### config.mk
export PLATFORM = sky130hd
export DESIGN_NAME = multi_channel_tick_pwm_unit
export DESIGN_NICKNAME = d
export VERILOG_FILES = /design/src/sv/mctp_pkg.sv /design/src/sv/mctp_div.sv /design/src/sv/mctp_dp.sv /design/src/sv/mctp_ctrl.sv /design/src/sv/multi_channel_tick_pwm_unit.sv
export SDC_FILE = /design/constraint.sdc
export NUM_CORES = 2
export LEC_CHECK = 0
export BUFFER_PORTS_ARGS = -buffer_cell sky130_fd_sc_hd__buf_2
export CAP_MARGIN = 40
export CORE_ASPECT_RATIO = 1.4
export CORE_MARGIN = 2
export CORE_UTILIZATION = 58
export DETAILED_ROUTE_END_ITERATION = 7
export PLACE_DENSITY = 0.77
export SYNTH_ARGS = -nofsm -noshare
export SYNTH_HDL_FRONTEND = slang
export SYNTH_HIERARCHICAL = 1
export SYNTH_SLANG_ARGS = --single-unit
### constraint.sdc
create_clock -name clk -period 7.7 [get_ports clk]
set_input_delay 0.77 -clock clk [delete_from_list [all_inputs] [get_ports clk]]
set_output_delay 0.77 -clock clk [all_outputs]
set_load 0.005 [all_outputs]
### src/sv/mctp_pkg.sv
// Shared types, codes and constants of the multi-channel tick PWM unit.
package mctp_pkg;

	// Default build values
	localparam int CHANNELS_DEF  = 8;
	localparam int TICK_RATE_DEF = 1000;

	// Field and datapath widths
	localparam int LEVELS_W = 8;
	localparam int LEN_W    = 16;
	localparam int TICK_W   = 32;
	localparam int DIV_W    = 23;
	localparam int DVS_W    = 16;
	localparam int DUTY_MAX = 100;

	// Operation codes
	localparam logic [2:0] OP_TICK     = 3'd0;
	localparam logic [2:0] OP_ALLOCATE = 3'd1;
	localparam logic [2:0] OP_RELEASE  = 3'd2;
	localparam logic [2:0] OP_START    = 3'd3;
	localparam logic [2:0] OP_STOP     = 3'd4;

	// Slot code returned when nothing was granted
	localparam logic signed [3:0] NO_SLOT = -4'sd1;

	// Command word
	typedef struct packed {
		logic [2:0]  operation;
		logic [2:0]  channel;
		logic [15:0] frequency;
		logic [6:0]  duty_percent;
		logic        pin_level;
	} in_word_t;

	// Result word
	typedef struct packed {
		logic [7:0]        pin_levels;
		logic signed [3:0] allocated_slot;
		logic              accepted;
	} out_word_t;

	// Commands from the controller to the datapath
	typedef struct packed {
		logic load;
		logic tick_inc;
		logic walk_step;
		logic alloc_step;
		logic rel_do;
		logic stop_do;
		logic div1_go;
		logic div1_take;
		logic div2_go;
		logic commit;
		logic finish;
	} ctl_t;

	// Status from the datapath to the controller
	typedef struct packed {
		logic op_tick;
		logic op_alloc;
		logic op_rel;
		logic op_start;
		logic op_stop;
		logic start_ok;
		logic walk_last;
		logic alloc_free;
		logic alloc_last;
		logic div_done;
	} sts_t;

endpackage

### src/sv/mctp_div.sv
// Restoring divider, one quotient bit per cycle.
module mctp_div
	import mctp_pkg::*;
(
	input  logic             clk,
	input  logic             arst_n,
	input  logic             go,
	input  logic [DIV_W-1:0] dividend,
	input  logic [DVS_W-1:0] divisor,
	output logic             done,
	output logic [DIV_W-1:0] quotient
);

	localparam int CNT_W = $clog2(DIV_W);

	logic             run_q;
	logic             done_q;
	logic [CNT_W-1:0] cnt_q;
	logic [DIV_W-1:0] quo_q;
	logic [DVS_W-1:0] rem_q;
	logic [DVS_W-1:0] dvs_q;

	logic [DVS_W:0]   trial;
	logic [DVS_W:0]   diff;
	logic             fits;
	logic             last;

	// Trial subtract of the divisor from the shifted partial remainder
	assign trial = {rem_q, quo_q[DIV_W-1]};
	assign diff  = trial - {1'b0, dvs_q};
	assign fits  = trial >= {1'b0, dvs_q};
	assign last  = cnt_q == CNT_W'(DIV_W - 1);

	// Sequence the iterations
	always_ff @(posedge clk or negedge arst_n) begin
		if (!arst_n) begin
			run_q  <= 1'b0;
			done_q <= 1'b0;
			cnt_q  <= '0;
		end else begin
			done_q <= run_q && last;
			if (go) begin
				run_q <= 1'b1;
				cnt_q <= '0;
			end else if (run_q) begin
				cnt_q <= cnt_q + CNT_W'(1);
				if (last) begin
					run_q <= 1'b0;
				end
			end
		end
	end

	// Shift in quotient bits, keep the remainder
	always_ff @(posedge clk) begin
		if (go) begin
			quo_q <= dividend;
			rem_q <= '0;
			dvs_q <= divisor;
		end else if (run_q) begin
			quo_q <= {quo_q[DIV_W-2:0], fits};
			rem_q <= fits ? diff[DVS_W-1:0] : trial[DVS_W-1:0];
		end
	end

	assign done     = done_q;
	assign quotient = quo_q;

endmodule

### src/sv/mctp_dp.sv
// Datapath: channel state, tick counter, phase timing and period arithmetic.
module mctp_dp
	import mctp_pkg::*;
#(
	parameter int CHANNELS     = CHANNELS_DEF,
	parameter int TICK_RATE_HZ = TICK_RATE_DEF
) (
	input  logic      clk,
	input  logic      arst_n,
	input  in_word_t  cmd,
	input  ctl_t      ctl,
	output sts_t      sts,
	output logic      done,
	output out_word_t rsp
);

	// Only the first eight slots can be addressed, so only they can run
	localparam int NSTORE    = (CHANNELS < LEVELS_W) ? CHANNELS : LEVELS_W;
	localparam int IDX_W     = (CHANNELS > 1) ? $clog2(CHANNELS) : 1;
	localparam int SIDX_W    = (NSTORE > 1) ? $clog2(NSTORE) : 1;
	localparam int HALF_RATE = TICK_RATE_HZ / 2;

	// Divide by 100 as a quarter, then times the reciprocal of 25
	localparam int               DUTY_W   = 7;
	localparam int               PROD_W   = LEN_W + DUTY_W;
	localparam int               RECIP_W  = 22;
	localparam int               RECIP_SH = 26;
	localparam int               RPROD_W  = PROD_W - 2 + RECIP_W;
	localparam logic [RECIP_W-1:0] RECIP_25 = 22'd2684355;

	in_word_t            cmd_q;
	logic [TICK_W-1:0]   tick_q;
	logic [CHANNELS-1:0] in_use_q;
	logic [NSTORE-1:0]   run_q;
	logic [NSTORE-1:0]   lvl_q;
	logic [LEN_W-1:0]    hi_len_q [NSTORE];
	logic [LEN_W-1:0]    lo_len_q [NSTORE];
	logic [TICK_W-1:0]   phase_q  [NSTORE];
	logic [IDX_W-1:0]    idx_q;
	logic [LEN_W-1:0]    per_q;
	logic                ok_q;
	logic signed [3:0]   slot_q;
	logic                done_q;
	out_word_t           rsp_q;
	logic                mv_s1;
	logic                mv_s2;
	logic                mv_s3;
	logic [PROD_W-1:0]   prod_s1;
	logic [PROD_W-1:0]   prod_s2;
	logic [LEN_W-1:0]    hi_s2;
	logic [LEN_W-1:0]    hi_s3;
	logic [LEN_W-1:0]    lo_s3;

	logic [IDX_W+2:0]    ch_ext;
	logic [SIDX_W+2:0]   ch_sext;
	logic [IDX_W-1:0]    ch_idx;
	logic [SIDX_W-1:0]   ch_s;
	logic [SIDX_W-1:0]   ws;
	logic [IDX_W+3:0]    slot_ext;
	logic                in_range;
	logic [TICK_W-1:0]   elapsed;
	logic [LEN_W-1:0]    len_sel;
	logic                toggle;
	logic                div_go;
	logic                div_done;
	logic [DIV_W-1:0]    div_dividend;
	logic [DVS_W-1:0]    div_divisor;
	logic [DIV_W-1:0]    div_quo;
	logic [LEN_W-1:0]    per_new;
	logic [RPROD_W-1:0]  recip_prod;
	logic [PROD_W-1:0]   prod_back;
	logic                rem_nz;
	logic [LEVELS_W-1:0] levels;

	// Address decode of the latched word
	assign ch_ext   = {{IDX_W{1'b0}}, cmd_q.channel};
	assign ch_sext  = {{SIDX_W{1'b0}}, cmd_q.channel};
	assign ch_idx   = ch_ext[IDX_W-1:0];
	assign ch_s     = ch_sext[SIDX_W-1:0];
	assign in_range = 32'(cmd_q.channel) < 32'(CHANNELS);
	assign ws       = idx_q[SIDX_W-1:0];
	assign slot_ext = {4'b0000, idx_q};

	// Phase check of the channel under the walk pointer
	assign elapsed = tick_q - phase_q[ws];
	assign len_sel = lvl_q[ws] ? hi_len_q[ws] : lo_len_q[ws];
	assign toggle  = in_use_q[idx_q] && run_q[ws] && (elapsed > TICK_W'(len_sel));

	// Period division by the requested frequency
	assign div_go       = ctl.div1_go;
	assign per_new      = div_quo[LEN_W-1:0];
	assign div_dividend = DIV_W'(TICK_RATE_HZ);
	assign div_divisor  = cmd_q.frequency;

	mctp_div u_div (
		.clk      (clk),
		.arst_n   (arst_n),
		.go       (div_go),
		.dividend (div_dividend),
		.divisor  (div_divisor),
		.done     (div_done),
		.quotient (div_quo)
	);

	// High time = period * duty / 100; low time is the period less the high time rounded up
	assign recip_prod = RPROD_W'(prod_s1[PROD_W-1:2]) * RPROD_W'(RECIP_25);
	assign prod_back  = PROD_W'(hi_s2) * PROD_W'(DUTY_MAX);
	assign rem_nz     = prod_back != prod_s2;

	// Status towards the controller
	always_comb begin
		sts            = '0;
		sts.op_tick    = cmd_q.operation == OP_TICK;
		sts.op_alloc   = cmd_q.operation == OP_ALLOCATE;
		sts.op_rel     = cmd_q.operation == OP_RELEASE;
		sts.op_start   = cmd_q.operation == OP_START;
		sts.op_stop    = cmd_q.operation == OP_STOP;
		sts.start_ok   = in_range && in_use_q[ch_idx] && (cmd_q.frequency != '0) &&
		                 (32'(cmd_q.frequency) < 32'(HALF_RATE)) &&
		                 (cmd_q.duty_percent <= 7'(DUTY_MAX));
		sts.walk_last  = idx_q == IDX_W'(NSTORE - 1);
		sts.alloc_free = !in_use_q[idx_q];
		sts.alloc_last = idx_q == IDX_W'(CHANNELS - 1);
		sts.div_done   = div_done || mv_s3;
	end

	// Gather the pin levels; absent channels read low
	always_comb begin
		levels = '0;
		for (int i = 0; i < NSTORE; i++) begin
			levels[i] = lvl_q[i];
		end
	end

	// Control and reset-cleared channel state
	always_ff @(posedge clk or negedge arst_n) begin
		if (!arst_n) begin
			tick_q   <= '0;
			in_use_q <= '0;
			run_q    <= '0;
			lvl_q    <= '0;
			idx_q    <= '0;
			done_q   <= 1'b0;
			mv_s1    <= 1'b0;
			mv_s2    <= 1'b0;
			mv_s3    <= 1'b0;
		end else begin
			done_q <= ctl.finish;
			// Advance the high/low time stages
			mv_s1  <= ctl.div2_go;
			mv_s2  <= mv_s1;
			mv_s3  <= mv_s2;
			if (ctl.load) begin
				idx_q <= '0;
			end
			if (ctl.tick_inc) begin
				tick_q <= tick_q + TICK_W'(1);
			end
			// Walk one channel per cycle
			if (ctl.walk_step) begin
				if (toggle) begin
					lvl_q[ws] <= !lvl_q[ws];
				end
				idx_q <= idx_q + IDX_W'(1);
			end
			// Scan for the lowest free slot
			if (ctl.alloc_step) begin
				if (!in_use_q[idx_q]) begin
					in_use_q[idx_q] <= 1'b1;
				end else begin
					idx_q <= idx_q + IDX_W'(1);
				end
			end
			if (ctl.rel_do && in_range) begin
				in_use_q[ch_idx] <= 1'b0;
			end
			if (ctl.stop_do && in_range && in_use_q[ch_idx]) begin
				run_q[ch_s] <= 1'b0;
				lvl_q[ch_s] <= cmd_q.pin_level;
			end
			if (ctl.commit) begin
				run_q[ch_s] <= 1'b1;
				lvl_q[ch_s] <= cmd_q.pin_level;
			end
		end
	end

	// Payload: command word, timing stores, result fields
	always_ff @(posedge clk) begin
		if (ctl.load) begin
			cmd_q  <= cmd;
			ok_q   <= 1'b0;
			slot_q <= NO_SLOT;
		end
		if (ctl.tick_inc) begin
			ok_q <= 1'b1;
		end
		if (ctl.walk_step && toggle) begin
			phase_q[ws] <= tick_q;
		end
		if (ctl.alloc_step && !in_use_q[idx_q]) begin
			ok_q   <= 1'b1;
			slot_q <= signed'(slot_ext[3:0]);
		end
		if (ctl.rel_do && in_range) begin
			ok_q <= 1'b1;
		end
		if (ctl.stop_do && in_range && in_use_q[ch_idx]) begin
			ok_q <= 1'b1;
		end
		if (ctl.div1_take) begin
			per_q <= per_new;
		end
		// Product, then quotient by 100, then low time
		if (ctl.div2_go) begin
			prod_s1 <= PROD_W'(per_new) * PROD_W'(cmd_q.duty_percent);
		end
		if (mv_s1) begin
			prod_s2 <= prod_s1;
			hi_s2   <= recip_prod[RECIP_SH +: LEN_W];
		end
		if (mv_s2) begin
			hi_s3 <= hi_s2;
			lo_s3 <= per_q - hi_s2 - LEN_W'(rem_nz);
		end
		if (ctl.commit) begin
			hi_len_q[ch_s] <= hi_s3;
			lo_len_q[ch_s] <= lo_s3;
			phase_q[ch_s]  <= tick_q;
			ok_q           <= 1'b1;
		end
		if (ctl.finish) begin
			rsp_q.pin_levels     <= levels;
			rsp_q.allocated_slot <= slot_q;
			rsp_q.accepted       <= ok_q;
		end
	end

	assign done = done_q;
	assign rsp  = rsp_q;

endmodule

### src/sv/mctp_ctrl.sv
// Controller: sequences each command word through the datapath.
module mctp_ctrl
	import mctp_pkg::*;
(
	input  logic clk,
	input  logic arst_n,
	input  logic start,
	input  sts_t sts,
	output ctl_t ctl,
	output logic busy
);

	typedef enum logic [6:0] {
		ST_IDLE     = 7'b0000001,
		ST_DISPATCH = 7'b0000010,
		ST_WALK     = 7'b0000100,
		ST_ALLOC    = 7'b0001000,
		ST_DIV1     = 7'b0010000,
		ST_DIV2     = 7'b0100000,
		ST_FINISH   = 7'b1000000
	} state_t;

	state_t state_q;
	state_t state_d;

	// Next state and commands
	always_comb begin
		state_d = state_q;
		ctl     = '0;
		unique case (state_q)
			ST_IDLE: begin
				if (start) begin
					ctl.load = 1'b1;
					state_d  = ST_DISPATCH;
				end
			end
			ST_DISPATCH: begin
				priority if (sts.op_tick) begin
					ctl.tick_inc = 1'b1;
					state_d      = ST_WALK;
				end else if (sts.op_alloc) begin
					state_d = ST_ALLOC;
				end else if (sts.op_rel) begin
					ctl.rel_do = 1'b1;
					state_d    = ST_FINISH;
				end else if (sts.op_stop) begin
					ctl.stop_do = 1'b1;
					state_d     = ST_FINISH;
				end else if (sts.op_start && sts.start_ok) begin
					ctl.div1_go = 1'b1;
					state_d     = ST_DIV1;
				end else begin
					state_d = ST_FINISH;
				end
			end
			ST_WALK: begin
				ctl.walk_step = 1'b1;
				if (sts.walk_last) begin
					state_d = ST_FINISH;
				end
			end
			ST_ALLOC: begin
				ctl.alloc_step = 1'b1;
				if (sts.alloc_free || sts.alloc_last) begin
					state_d = ST_FINISH;
				end
			end
			ST_DIV1: begin
				if (sts.div_done) begin
					ctl.div1_take = 1'b1;
					ctl.div2_go   = 1'b1;
					state_d       = ST_DIV2;
				end
			end
			ST_DIV2: begin
				if (sts.div_done) begin
					ctl.commit = 1'b1;
					state_d    = ST_FINISH;
				end
			end
			ST_FINISH: begin
				ctl.finish = 1'b1;
				state_d    = ST_IDLE;
			end
			default: begin
				state_d = ST_IDLE;
			end
		endcase
	end

	// Hold the state
	always_ff @(posedge clk or negedge arst_n) begin
		if (!arst_n) begin
			state_q <= ST_IDLE;
		end else begin
			state_q <= state_d;
		end
	end

	assign busy = state_q != ST_IDLE;

endmodule

### src/sv/multi_channel_tick_pwm_unit.sv
// Multi-channel tick PWM unit: top level joining controller and datapath.
// One word at a time. Tick: walks the min(CHANNELS,8) stored channels, one channel per cycle, then strobes done.
// Allocate: scans the slots from the lowest for a free one. Release, stop, rejected start: go straight to finish.
// Start: runs the bit-serial period divider, then the three high/low time stages.
// busy is low again when done strobes, so a new word may follow at once; done cannot be held off.
// arst_n clears the tick count, slot, running and level flags; timing stores are not cleared.
module multi_channel_tick_pwm_unit
	import mctp_pkg::*;
#(
	parameter int CHANNELS     = CHANNELS_DEF,
	parameter int TICK_RATE_HZ = TICK_RATE_DEF
) (
	input  logic      clk,
	input  logic      arst_n,
	input  logic      start,
	output logic      busy,
	input  in_word_t  cmd,
	output logic      done,
	output out_word_t rsp
);

	ctl_t ctl;
	sts_t sts;

	mctp_ctrl u_ctrl (
		.clk    (clk),
		.arst_n (arst_n),
		.start  (start),
		.sts    (sts),
		.ctl    (ctl),
		.busy   (busy)
	);

	mctp_dp #(
		.CHANNELS     (CHANNELS),
		.TICK_RATE_HZ (TICK_RATE_HZ)
	) u_dp (
		.clk    (clk),
		.arst_n (arst_n),
		.cmd    (cmd),
		.ctl    (ctl),
		.sts    (sts),
		.done   (done),
		.rsp    (rsp)
	);

endmodule
Yosys cells after proc, flatten, opt, wreduce, memory -nomap -nowiden

Memories as Yosys holds them, arrays and structs flattened.
Cells that the tools add are included.

Add/subtract/negate cells: 7
Bitwise logic cells: 5
$mul: 3
Reduce and logical (&&, ||, !) cells: 23
Eq/ne operators: 20
Mux-type cells: 74
Magnitude comparators: 8

Operators with widths:

| cell                     | number |
|---|---|
| $mux W8                  | 9 |
| $mux W7                  | 10 |
| $mul A21 B22 Y42 const B | 1 |
| $pmux W7 S6              | 1 |
| $add A32 B1 Y32 const B  | 1 |
| $gt A32 B16 Y1           | 1 |
| $mux W16                 | 2 |
| $mux W32                 | 1 |
| $reduce_or A32 Y1        | 1 |
| $sub A16 B16 Y16         | 2 |
| $sub A32 B32 Y32         | 1 |
| $mux W3                  | 10 |
| $mux W1                  | 27 |
| $bwmux W8                | 3 |
| $mul A16 B7 Y23          | 1 |
| $ne A23 B23 Y1           | 1 |
| $mul A16 B5 Y21 const B  | 1 |
| $ge A17 B16 Y1           | 1 |
| $and A8 B8 Y8            | 2 |
| $lt A16 B9 Y1 const B    | 1 |
| $or A8 B8 Y8             | 2 |
| $reduce_bool A16 Y1      | 1 |
| $sub A16 B1 Y16          | 1 |
| $bmux W1 S3              | 4 |
| other kinds (30)         | 55 |

Bits in writable memories: 512
Bits in registers: 290
Input port bits: 33
Output and inout port bits: 15
Memories: 3
Logic and storage cells: 176

Memory list:

| memory        | depth | width | read ports | clocked after memory_dff | wr ports | RTL line      | RTL |
|---|---|---|---|---|---|---|---|
| u_dp.phase_q  | 8     | 32    | 1          | 0                        | 1        | mctp_dp.sv:38 | `logic [TICK_W-1:0] phase_q [NSTORE];` |
| u_dp.hi_len_q | 8     | 16    | 1          | 0                        | 1        | mctp_dp.sv:36 | `logic [LEN_W-1:0] hi_len_q [NSTORE];` |
| u_dp.lo_len_q | 8     | 16    | 1          | 0                        | 1        | mctp_dp.sv:37 | `logic [LEN_W-1:0] lo_len_q [NSTORE];` |

Longest topological paths before layout

Depth in word-level cells: 16
Mapped depth: 33
Gate-level depth less buffers: 33

By module

The synthesis kept the hierarchy.

Modules (own cells, without submodules):

| module    | seq. area each (µm²) | area an instance (µm²) | times used | cells an instance |
|---|---|---|---|---|
| mctp_dp   | 21675.8              | 41292.1                | 1          | 3103 |
| mctp_div  | 1666.6               | 3370.7                 | 1          | 309 |
| mctp_ctrl | 176.4                | 529.3                  | 1          | 60 |

Least setup slack after synthesis

Ideal clock, no wire load.

Path kind: flip-flop to flip-flop
Start point: reg u_dp.hi_s2[2]
End point: reg u_dp.lo_s3[14] (data pin)
Period minus slack after synthesis: 7.343 ns
Arrival time: 7.086 ns
Path buffers: 0
Setup slack: 0.357 ns
Cell stages (with the launch flop): 34
Library setup time: 0.258 ns
Cells stage by stage: edfxtp_1 > ha_1 > ha_1 > fa_1 > ha_1 > a21o_1 > a21o_1 > a21o_1 > a21o_1 > a21oi_1 > o21ai_0 > o41ai_1 > o21ai_0 > a21o_1 > a21oi_1 > xnor2_1 > nand4_1 > fa_1 > inv_1 > ha_1 > or2_2 > fa_1 > nand2b_1 > a21oi_1 > o21ai_0 > a21oi_1 > o21ai_0 > a21oi_1 > o21bai_1 > a21oi_1 > o21ai_0 > a21o_1 > a21oi_1 > xnor2_1

Longest elaborated chain between the ends: 3

RTL lines:

| what                     | RTL line       | RTL |
|---|---|---|
| start: declaration       | mctp_dp.sv:50  | `logic [LEN_W-1:0] hi_s2;` |
| start signal: assignment | mctp_dp.sv:220 | `hi_s2 <= recip_prod[RECIP_SH +: LEN_W];` |
| $mul A16 B5 Y21          | mctp_dp.sv:107 | `assign prod_back = PROD_W'(hi_s2) * PROD_W'(DUTY_MAX);` |
| $ne A23 B23 Y1           | mctp_dp.sv:108 | `assign rem_nz = prod_back != prod_s2;` |
| $sub A16 B1 Y16 *        | mctp_dp.sv:224 | `lo_s3 <= per_q - hi_s2 - LEN_W'(rem_nz);` |
| end signal: assignment   | mctp_dp.sv:224 |  |
| end: declaration         | mctp_dp.sv:52  | `logic [LEN_W-1:0] lo_s3;` |

Mark *: on every way between the ends. The rest lies on a longest branch, timed or not.
A chain may end at the register's enable or synchronous reset.

Worst setup path in the final report

Start point: reg u_dp.hi_s2[3]
End point: reg u_dp.lo_s3[14] (data pin)

The elaborated chain is that of the path after synthesis.

==> metrics.txt <==
CTS root buf=clkbuf_16; Die ar.=0.0802 sq mm; WP data required=8.07 ns; TritonCTS clock tree=built; CP endpoint kind=register; DRT Wirelength=101000 um; Synth Warn #=6; R2R Path End=u_dp/lo_s3[14]; Peak VDD IR=476 uV; Max-slew headroom=0.369; Post-DRT Antenna Nets=0; gr usage total=0.260; IO Pins=48; hold path start=cmd[0]; synthesis-to-layout area growth=10.6%; setup violators final=0; post-detailed-route wirelength per cell=21.4 um; P_leak=0.0202 uW; Yosys top cell area share=0.470; sequential cell area fraction in the yosys report=0.520; total CTS buffers=77; CP peak stage delay=0.50 ns; initial antenna violation count=0; overflow left after global routing=0; Starting Density=0.583; synthesized area=0.0452 sq mm; die width=240 um; layout cells sized above 1=0.103; PD cells=228 mW/mm^2; Main synth FF type=edfxtp_1; outcome=completed; Pwr Total=11400 uW; Slew Viols, Final=0; worst setup path startpoint=u_dp/hi_s2[3]; crit start category=register; worst r2r src=u_dp/hi_s2[3]; chip height=334 um; FP Rows=121; cell with the most instances after synthesis=edfxtp_1; core box area=0.0775 sq mm; first-pass GRT wire length=160000 um; largest net degree at the start of global routing=56; worst skew pair latency=0.63 ns; count of cell types in the netlist=100; async set-or-reset flop fraction in the synthesized netlist=0.0960; nets=4272; Sink Count=802; top cell type by total area after synthesis=edfxtp_1; worst setup path end=u_dp/lo_s3[14]; clock buffer depth=3; min-delay worst type=primary input to register; Synth Instances=3472; FF+latch count, synth=802; post-DP HPWL=69800 um; largest fanout on the critical path=3; DR vias=28205; vias in the first global route=29534; Avg Vias per Cell=5.98; antenna diode instance count=0; Hold Violations, Final=0; Port Buf Inserts=47; final cell count without fillers=4718; htree depth=3; Worst-path clk slew=0.06 ns; 1st-pass router iterations=6; Crit-path slowest cell=fa_1; placed cell count=4566; Final Wtd Congestion=0.960; Layout fillers=5678; number of flops mapped to enable cells by yosys=707; Worst Skew=0.0248 ns; Peak Freq=0.135 GHz; FF-to-FF setup slack=0.27 ns; Final period util=0.965; Post-synth top cells=edfxtp_1 (707), inv_1 (420), ha_1 (391); Max Cap Viol=0; crit path kind=register to register; Iteration-0 DRC Markers=2062; Tmin final=7.43 ns; worst slew pin tran=0.945 ns; R2R depth=34; average cell area after synthesis=13.0 sq um; Crit path top cell by count=a21oi_2; critical path arrival=7.80 ns; drc violations=0; top cells by area, synth=edfxtp_1 (47%), ha_1 (11%), fa_1 (11%)
power breakdown:
| group | total (uW) | switching, uW | internal, uW |
|---|---|---|---|
| clock network | 3800 | 1600 | 2200 |
| registers | 4980 | 111 | 4870 |
| logic | 2600 | 1520 | 1080 |
cell usage in the layout (no fill, tap or decap), drive strengths merged, types with 15 or more instances in the layout:
cell / n
a21o: 50
a21oi: 116
a221oi: 59
a22o: 55
a22oi: 161
and2: 58
and3: 51
buf: 144
clkbuf: 99
clkinv: 29
conb: 23
dfrtp: 76
dfxtp: 18
edfxtp: 707
fa: 238
ha: 391
inv: 424
mux2: 26
mux2i: 15
nand2: 192
nand2b: 29
nand3: 51
nand4: 55
nor2: 103
nor3: 34
o211ai: 20
o21ai: 92
xnor2: 95
xor2: 55
area by class of cell:
class | instances | area, sq um | share of cell area
sequential | 802 | 23500 | 0.471
clock buffer | 99 | 2160 | 0.0433
inverter | 420 | 1580 | 0.0315
tap | 1045 | 1310 | 0.0262
timing repair buffer | 145 | 1070 | 0.0214
clock inverter | 43 | 400 | 0.00801
multi-input combinational | 2164 | 19900 | 0.399
logic make-up after synthesis:
group / count (synthesis) / synth area share
buffers and inverters: 527 / 0.0445
adder cells (fa/ha/maj): 629 / 0.214
multiplexers: 42 / 0.0103
flip-flops: 802 / 0.520
XOR/XNOR: 150 / 0.0292
AO/OA/AOI/OAI: 666 / 0.107
AND/OR/NAND/NOR: 654 / 0.0747
other: 2 / 0.000166
repair_timing:
| item | in CTS | in global routing |
|---|---|---|
| gates resized for setup | 5 | 22 |
| endpoints found under the setup margin | 2 | 7 |
| hold endpoints to repair | 4 | 0 |
| pin swaps | 2 | 15 |
| hold buffers | 1 | 0 |
| setup buffers | 3 | 6 |
layer usage:
metal	routed length, um	track usage	up-vias
li1	-	-	12933
met5	0	0	-
met1	37100	0.297	14028
met2	54200	0.481	973
met4	4570	0.122	0
met3	5160	0.0318	271
critical path, delay by kind of cell (launching register included):
| kind | cells | cell delay, ns |
|---|---|---|
| compound gates | 19 | 3.02 |
| simple gates | 3 | 0.62 |
| xor+xnor | 2 | 0.20 |
| flops | 1 | 0.45 |
| fa+ha+maj | 7 | 2.48 |
| buf+inv | 3 | 0.42 |
sequential cells by signal, indices dropped and copies added, names as in the netlist, 13 cells and up:
name,cells
u_dp/hi_s2,16
u_dp/u_div/rem_q,16
u_dp/prod_s1,23
u_dp/per_q,16
u_dp/lo_s3,16
u_dp/tick_q,32
u_dp/div_divisor,16
u_dp/lo_len_q,128
u_dp/hi_s3,16
u_dp/u_div/dvs_q,16
u_dp/phase_q,256
u_dp/rsp,13
u_dp/u_div/quotient,23
u_dp/prod_s2,23
u_dp/hi_len_q,128
metrics by stage:
stage	area (sq um)	setup TNS, ns	setup slack (ns)	hold slack [ns]	utilization
finish	50000	0	0.268	0.317	0.645
detailed placement	47200	-0.400	-0.223	0.410	0.609
global route	50000	-0.264	-0.110	0.310	0.645
global placement	47100	-0.304	-0.175	0.401	0.608
floorplan	45300	0	0.357	0.400	-
CTS	49800	0	0.0117	0.286	0.643
how the worst min path moves through the flow:
stage / to / depth (start not counted) / slack (ns)
after CTS: u_dp/cmd_q[0] / 1 / 0.29
after detailed placement: u_dp/prod_s2[0] / 0 / 0.41
after global placement: u_dp/prod_s2[1] / 0 / 0.40
final: u_dp/cmd_q[0] / 1 / 0.32
after floorplan: u_dp/prod_s2[0] / 0 / 0.40
after global routing: u_dp/div_divisor[1] / 1 / 0.31
No activity file was read; power rests on OpenSTA's default activity.
